**src/rtl/cna_pkg.sv**
```systemverilog
// ----------------------------------------------------------------------------
// cna_pkg - shared types and constants for the complex number ALU
// Operation codes and the fixed width of the result fields.
// ----------------------------------------------------------------------------
package cna_pkg;

  localparam int unsigned OUT_WIDTH = 49;

  typedef enum logic [1:0] {
    OP_ADD = 2'd0,
    OP_SUB = 2'd1,
    OP_MUL = 2'd2,
    OP_DIV = 2'd3
  } cna_op_e;

endpackage

```
**src/rtl/cna_front.sv**
```systemverilog
// ----------------------------------------------------------------------------
// cna_front - operand register, product and sum stages
// Three stages: capture, six products with add/sub, final sums and signs.
// ----------------------------------------------------------------------------
module cna_front #(
  parameter int unsigned W = 16
) (
  input  logic                     clk_i,
  input  logic                     rst_ni,
  input  logic                     en_i,
  input  logic                     valid_i,
  input  logic [1:0]               op_i,
  input  logic signed [W-1:0]      ar_i,
  input  logic signed [W-1:0]      ai_i,
  input  logic signed [W-1:0]      br_i,
  input  logic signed [W-1:0]      bi_i,
  output logic                     valid_o,
  output logic [1:0]               op_o,
  output logic                     flag_o,
  output logic signed [2*W:0]      dir_re_o,
  output logic signed [2*W:0]      dir_im_o,
  output logic [1:0]               neg_o,
  output logic [1:0][2*W-1:0]      mag_o,
  output logic [2*W-1:0]           den_o
);
  import cna_pkg::*;

  localparam int unsigned PW = 2 * W;

  logic                 v1_q, v2_q, v3_q;
  logic [1:0]           op1_q, op2_q, op3_q;
  logic signed [W-1:0]  ar1_q, ai1_q, br1_q, bi1_q;
  logic                 zero2_q;
  logic signed [W:0]    sre2_q, sim2_q;
  logic signed [PW-1:0] rr2_q, ii2_q, ri2_q, ir2_q, bbr2_q, bbi2_q;
  logic                 flag3_q;
  logic signed [PW:0]   dre3_q, dim3_q;
  logic [1:0]           neg3_q;
  logic [1:0][PW-1:0]   mag3_q;
  logic [PW-1:0]        den3_q;

  logic signed [PW:0]   num_re, num_im;

  assign num_re = (PW+1)'(rr2_q) + (PW+1)'(ii2_q);
  assign num_im = (PW+1)'(ir2_q) - (PW+1)'(ri2_q);

  always_ff @(posedge clk_i or negedge rst_ni) begin
    if (!rst_ni) begin
      v1_q <= 1'b0;
      v2_q <= 1'b0;
      v3_q <= 1'b0;
    end else if (en_i) begin
      v1_q <= valid_i;
      v2_q <= v1_q;
      v3_q <= v2_q;
    end
  end

  always_ff @(posedge clk_i) begin
    if (en_i) begin
      // capture
      op1_q <= op_i;
      ar1_q <= ar_i;
      ai1_q <= ai_i;
      br1_q <= br_i;
      bi1_q <= bi_i;
      // products
      op2_q   <= op1_q;
      zero2_q <= (br1_q == '0) && (bi1_q == '0);
      sre2_q  <= (op1_q == OP_SUB) ? (W+1)'(ar1_q) - (W+1)'(br1_q)
                                   : (W+1)'(ar1_q) + (W+1)'(br1_q);
      sim2_q  <= (op1_q == OP_SUB) ? (W+1)'(ai1_q) - (W+1)'(bi1_q)
                                   : (W+1)'(ai1_q) + (W+1)'(bi1_q);
      rr2_q   <= ar1_q * br1_q;
      ii2_q   <= ai1_q * bi1_q;
      ri2_q   <= ar1_q * bi1_q;
      ir2_q   <= ai1_q * br1_q;
      bbr2_q  <= br1_q * br1_q;
      bbi2_q  <= bi1_q * bi1_q;
      // sums
      op3_q   <= op2_q;
      flag3_q <= (op2_q == OP_DIV) && zero2_q;
      if (op2_q == OP_MUL) begin
        dre3_q <= (PW+1)'(rr2_q) - (PW+1)'(ii2_q);
        dim3_q <= (PW+1)'(ri2_q) + (PW+1)'(ir2_q);
      end else begin
        dre3_q <= (PW+1)'(sre2_q);
        dim3_q <= (PW+1)'(sim2_q);
      end
      neg3_q    <= {num_im[PW], num_re[PW]};
      mag3_q[0] <= num_re[PW] ? PW'(-num_re) : num_re[PW-1:0];
      mag3_q[1] <= num_im[PW] ? PW'(-num_im) : num_im[PW-1:0];
      den3_q    <= PW'(bbr2_q) + PW'(bbi2_q);
    end
  end

  assign valid_o  = v3_q;
  assign op_o     = op3_q;
  assign flag_o   = flag3_q;
  assign dir_re_o = dre3_q;
  assign dir_im_o = dim3_q;
  assign neg_o    = neg3_q;
  assign mag_o    = mag3_q;
  assign den_o    = den3_q;

endmodule

```
**config.mk**
```make
export PLATFORM = sky130hd
export DESIGN_NAME = cna_front
export DESIGN_NICKNAME = d
export VERILOG_FILES = /design/src/rtl/cna_pkg.sv /design/src/rtl/cna_front.sv
export SDC_FILE = /design/constraint.sdc
export NUM_CORES = 2
export LEC_CHECK = 0
export BUFFER_PORTS_ARGS = -buffer_cell sky130_fd_sc_hd__buf_4
export CAP_MARGIN = 20
export CORE_ASPECT_RATIO = 0.5
export CORE_UTILIZATION = 33
export DETAILED_ROUTE_END_ITERATION = 16
export MAX_ROUTING_LAYER = met4
export PLACE_DENSITY = 0.48
export SETUP_SLACK_MARGIN = 0.4
export SYNTH_ARGS = -nofsm -noshare
export SYNTH_HDL_FRONTEND = slang
export SYNTH_SLANG_ARGS = --single-unit
export TNS_END_PERCENT = 20
```
**constraint.sdc**
```tcl
create_clock -name clk_i -period 9.2 [get_ports clk_i]
set_clock_uncertainty 0.05 [all_clocks]
set_input_delay 1.84 -clock clk_i [delete_from_list [all_inputs] [get_ports clk_i]]
set_output_delay 1.84 -clock clk_i [all_outputs]
set_load 0.05 [all_outputs]
```
=== Word level (Yosys, flattened, before mapping) ===
Index checks and enable logic that the tools add are counted.

* Bits in registers: 465
* Input bits: 70
* Output and inout port bits: 168

* Add/sub/neg operators: 11
* Multipliers: 6
* Eq/ne operators: 3
* Multiplexer cells: 6
* Reduce and logical (&&, ||, !) cells: 4

{| class="wikitable"
|+ Operators by type and width
! cell !! count
|-
| 16-bit by 16-bit multiplier with 32-bit output || 6
|-
| 32-bit by 32-bit adder with 33-bit output || 2
|-
| 33-bit 2-to-1 mux || 2
|-
| 32-bit by 32-bit subtractor with 33-bit output || 2
|-
| 32-bit 2-to-1 mux || 2
|-
| 32-bit negator || 2
|-
| 16-bit by 16-bit adder with 17-bit output || 2
|-
| 17-bit 2-to-1 mux || 2
|-
| 16-bit by 16-bit subtractor with 17-bit output || 2
|-
| 32-bit adder || 1
|-
| 16-bit logical NOT || 2
|-
| 2-bit equality test (second input constant) || 2
|-
| 2-bit by 1-bit equality test with 1-bit output (second input constant) || 1
|-
| 1-bit logical AND || 2
|}

=== Longest topological paths before layout ===
* Depth in word-level cells: 3
* Depth in mapped cells: 28
* Gate-level depth less buffers: 26

=== Worst setup path after synthesis ===
OpenSTA, ideal clock, no wires.

* Path kind: reg2reg
* From: register bi1_q[1]
* To: register ri2_q[30], data pin
* Setup time: 258 ps
* Arrival: 6463 ps
* Slack: 2429 ps
* Cell stages (with the launch flop): 25
* Period minus slack after synthesis: 6771 ps
* Cell sequence: edfxtp_1 -> clkbuf_1 -> buf_1 -> nand2_1 -> fa_1 -> fa_1 -> fa_1 -> inv_1 -> fa_1 -> fa_1 -> inv_1 -> fa_1 -> inv_1 -> ha_1 -> nand2_1 -> nor3_1 -> o2111a_1 -> o41ai_1 -> a31oi_1 -> o41ai_1 -> a21oi_1 -> a2111oi_0 -> o21bai_1 -> a21oi_1 -> xnor2_1

* Word-level cells in the longest chain between the ends: 1

{| class="wikitable"
|+ Ends and longest elaborated chain
! element !! RTL line !! text
|-
| start: declaration || cna_front.sv:32 || <nowiki>logic signed [W-1:0] ar1_q, ai1_q, br1_q, bi1_q;</nowiki>
|-
| start signal: assignment || cna_front.sv:66 || <nowiki>bi1_q <= bi_i;</nowiki>
|-
| 16-bit by 16-bit multiplier with 32-bit output || cna_front.sv:76 || <nowiki>ri2_q <= ar1_q * bi1_q;</nowiki>
|-
| end signal: assignment || cna_front.sv:76 ||
|-
| end: declaration || cna_front.sv:35 || <nowiki>logic signed [PW-1:0] rr2_q, ii2_q, ri2_q, ir2_q, bbr2_q, bbi2_q;</nowiki>
|}

Every way passes these cells.
A chain may end at the register's enable or synchronous reset.

=== Worst setup path after layout ===
* From: register bi1_q[2]
* To: register bbi2_q[31], data pin

* Word-level cells in the longest chain between the ends: 1

{| class="wikitable"
|+ Ends and longest elaborated chain
! element !! RTL line !! text
|-
| 16-bit by 16-bit multiplier with 32-bit output || cna_front.sv:79 || <nowiki>bbi2_q <= bi1_q * bi1_q;</nowiki>
|-
| end signal: assignment || cna_front.sv:79 ||
|-
| end: declaration || cna_front.sv:35 ||
|}

Every way passes these cells.

==> results.md <==
- For this run, the number of Yosys warnings is 0.
- In the synthesized netlist, the cells that appear most often are inv_1, fa_1, nand2_1.
- Clock tree synthesis inserted a total of 55 buffers.
- The wire length of the first global-routing pass is 376,800 um.
- Entering global routing, the biggest net connects 131 pins.
- The cell taking the most area after synthesis is fa_1.
- The number of max-cap violations is 0.
- The count of boundary I/O pins is 238.
- The post-synthesis to final-layout area growth is 9.355%.
- The headroom to the max-slew limit is 27.15%.
- The number of input and output port buffers inserted is 237.
- The setup slack of the worst register-to-register path is 1.18 ns.
- The number of distinct library cells after synthesis is 95.
- The most common cell in the synthesized netlist is inv_1.
- The proportion of netlist area held by the largest area contributor is 36.80%.
- The worst setup path is launched from a register.
- The sink count of the clock tree is 463.
- The sequential cells in the finished layout cover a total of 0.01389 mm^2.
- The slowest stage of the critical path belongs to the cell edfxtp_1.
- The critical path contains buffers and inverters numbering 4 combined.
- At the pin with the least slew margin, the transition time is 1.093 ns.
- The number of setup violations in the final report is 0.
- Data on the critical path is required at its endpoint by 9.60 ns.
- In this run the mean area of a mapped cell was 9.635 um^2.
- The library cell used as clock root buffer is clkbuf_16.
- The number of antenna violations at the first check in global routing is 15.
- The non-filler instance count after layout is 12,060.
- The final number of max-transition violations came to 0.
- The hold buffer count at cts is 0.
- The multi-input gate area in the final layout is 0.06019 mm^2.
- The floorplan step defined a core boundary enclosing 0.2482 mm^2.
- The post-CTS repair timing setup buffer count is 0.
- The smallest clock period supported by the final layout is computed as 8.017 ns.
- In this run the core area contains 129 standard-cell rows.
- The flop and latch count out of synthesis is 463.
- The number of nets in the layout is 10,970.
- Sequential cells were found to cover 16.79% of the synthesized design area.
- Derived from the worst setup path, the maximum achievable clock frequency is 124.7 MHz.
- The run finished with clean final reports.
- The routed layout has 57,360 vias.
- The setup path with the least slack is of type reg -> reg.
- In this design, the largest share of critical-path delay is due to adder cells.
- The cell count after synthesis is 8,587.
- The met3 track utilization from global routing is 2.712%.
- After routing the design area is 0.09048 mm^2.
- The most common cell type on the critical path is fa_1.
- The largest fanout of any net on the critical path is 23.
- For this run, global-route usage on met1 was measured as 29.19%.
- The post-detailed-route wirelength per cell is 20.03 um.
- On the worst path, the slowest cell contributes a delay of 1.02 ns.
- The area enclosed by the die boundary is 0.2529 mm^2.
- In the global route stage, overall resource usage came out at 20.08%.
- The first detailed-routing pass ran for 6 iterations.
- The clock passes through at most 3 buffers.
- Once detail routing completed, the nets flagged for antenna violations numbered 0.
- The count of endpoints failing hold in the final timing report came to 0.
- The global routing stage identified its most utilized layer as met2.
- The insertion delay of the later-clocked pin in the worst-skew pair is 0.72 ns.
- Gates resized during post-CTS repair numbered 0.
- The kind of end point of the critical path is a register.
- The residual overflow from global routing is 0.
- The data arrival time of the critical path is 8.41 ns.
- The post-synthesis cell area is 0.08274 mm^2.
- The filler cells instantiated in the layout total 25,280.
- At the end of routability-driven placement, the weighted congestion stood at 0.8686.
- The wire-length estimate of the detail-placed layout is 197,800 um.
- TritonCTS built the clock tree.
- The via count of the first global-routing pass is 60,930.
- The total negative setup slack is 0 ns.
- CTS built an H-tree with a depth of 2.
- The final layout contains routed wiring with a total length of 241,600 um.
- Once placement completed, the tool counted placed cells totaling 11,950.
- Traced cell by cell, the critical path runs through clkinv_1 > nor2_1 > fa_1 > fa_1 > fa_1 > fa_1 > fa_1 > inv_1 > fa_1 > inv_1 > ha_1 > inv_1 > o21bai_1 > a21o_1 > a21oi_1 > nand2_1 > o21ai_0 > o211a_1 > o21bai_1 > a21oi_1 > xnor2_1.
- The met2 demand-to-capacity share in global routing is 30.29%.
- Setup repair after global routing left no endpoint under its margin.
- In this run the vertical extent of the chip is 356.1 um.
- Yosys attributes the largest share of cell area to fa_1, edfxtp_1, ha_1.
- When the netlist entered floorplanning its net count stood at 10,880.
- In the synthesized netlist the dominant register cell turns out to be edfxtp_1.
- For this run, design rule violations remaining after detail routing come to 0.
- After detailed routing, the number of vias per cell comes to 4.755.
- The post-detailed-placement cell area is 0.08855 mm^2.
- Measured along the x axis, the die boundary spans 710.1 um.
- Clock-pin slew was measured on the worst setup and hold paths at 0.06 ns.
- Counting flops with a built-in enable in the synthesized netlist gives 460.
- After synthesis, the share of flip-flops with an asynchronous set or reset is 0.6479%.
- In the finished design, the share of the clock period the worst path needs comes to 87.14%.
- The initial utilization of the core area, before any placement, comes to 33.33%.
- The path class of the tightest hold or removal check is reg -> reg.
- In the final layout, the share of cells above drive strength 1 is 6.023%.
- After the first detailed-routing iteration, the DRC count stood at 3,641.
-- state kept, by name (all words and copies together) (netlist names), 2 cells and up --
name / cells
op_o: 2
mag_o: 64
bi1_q: 16
ar1_q: 16
dir_re_o: 33
sim2_q: 17
rr2_q: 32
ai1_q: 16
ir2_q: 32
dir_im_o: 33
neg_o: 2
ri2_q: 32
sre2_q: 17
op1_q: 2
op2_q: 2
bbi2_q: 31
den_o: 32
br1_q: 16
ii2_q: 32
bbr2_q: 31
-- routing by layer --
metal	routed length [um]	share of wire (%)	vias up
met4	4092	1.7	0
met2	106100	44	1116
met3	11870	4.9	174
met1	119500	49	29420
li1	-	-	26650
met5	0	0	-
-- path summary, 6_finish.rpt --
path	from	end	cells after the start
min in group asynchronous	rst_ni	v1_q	1
worst min-delay path	v2_q	valid_o	1
max in group asynchronous	rst_ni	v2_q	1
worst max register to register	bi1_q[2]	bbi2_q[31]	21
worst max-delay path	bi1_q[2]	bbi2_q[31]	21
worst min register to register	v2_q	valid_o	1
-- through the flow --
stage                     setup slack, ns  utilization (%)  hold slack, ns
after detailed placement            1.147            35.67          0.4281
final                               1.183            36.45          0.4468
after CTS                           1.090            36.44          0.4508
after global routing               0.6712            36.44          0.4658
after floorplan                     2.429                -          0.3913
after global placement              1.279            35.67          0.4409
-- cell usage in the layout (no fill, tap or decap), types with 22 or more instances in the layout --
cell type / netlist / layout
a211oi_1: 34 / 34
a31oi_1: 32 / 32
a21oi_1: 288 / 288
o21ai_0: 189 / 189
or2_2: 22 / 22
ha_1: 705 / 705
o21a_1: 33 / 33
and2_1: 539 / 539
and3_1: 41 / 41
clkbuf_16: 0 / 56
o21bai_1: 60 / 60
o211ai_1: 22 / 22
clkinv_1: 10 / 23
nand3_1: 53 / 53
nor2_1: 387 / 387
inv_1: 1954 / 1953
fa_1: 1521 / 1521
or3_1: 28 / 28
nor3_1: 78 / 78
a21o_1: 113 / 113
xnor2_1: 347 / 347
buf_4: 1 / 356
nand2b_1: 57 / 56
nand4_1: 23 / 23
xor2_1: 103 / 103
o31ai_1: 35 / 35
edfxtp_1: 460 / 460
nor2b_1: 46 / 44
nand2_1: 809 / 809
-- logic make-up (layout without fill, tap and decap cells) --
logic type	Yosys count	in the layout	synth area share [%]
buf+inv	2308	2438	10.49
fa+ha+maj	2226	2226	47.46
simple gates	2158	2158	12.66
compound gates	969	969	7.673
flops	463	463	16.79
xor+xnor	450	450	4.763
mux	13	13	0.1618
other cells	0	7	0
-- cell type report --
| cell class | count | share of cell area [%] |
|---|---|---|
| multi-input combinational | 5816 | 66.52 |
| inverter | 1965 | 8.152 |
| tap | 3340 | 4.619 |
| clock inverter | 41 | 0.5255 |
| timing repair buffer | 369 | 3.236 |
| sequential | 463 | 15.35 |
| antenna | 7 | 0.01936 |
| clock buffer | 63 | 1.578 |
Power is left out: the tool's default activity adds up to more than one toggle a clock period on the data nets, which glitch-free logic cannot reach.
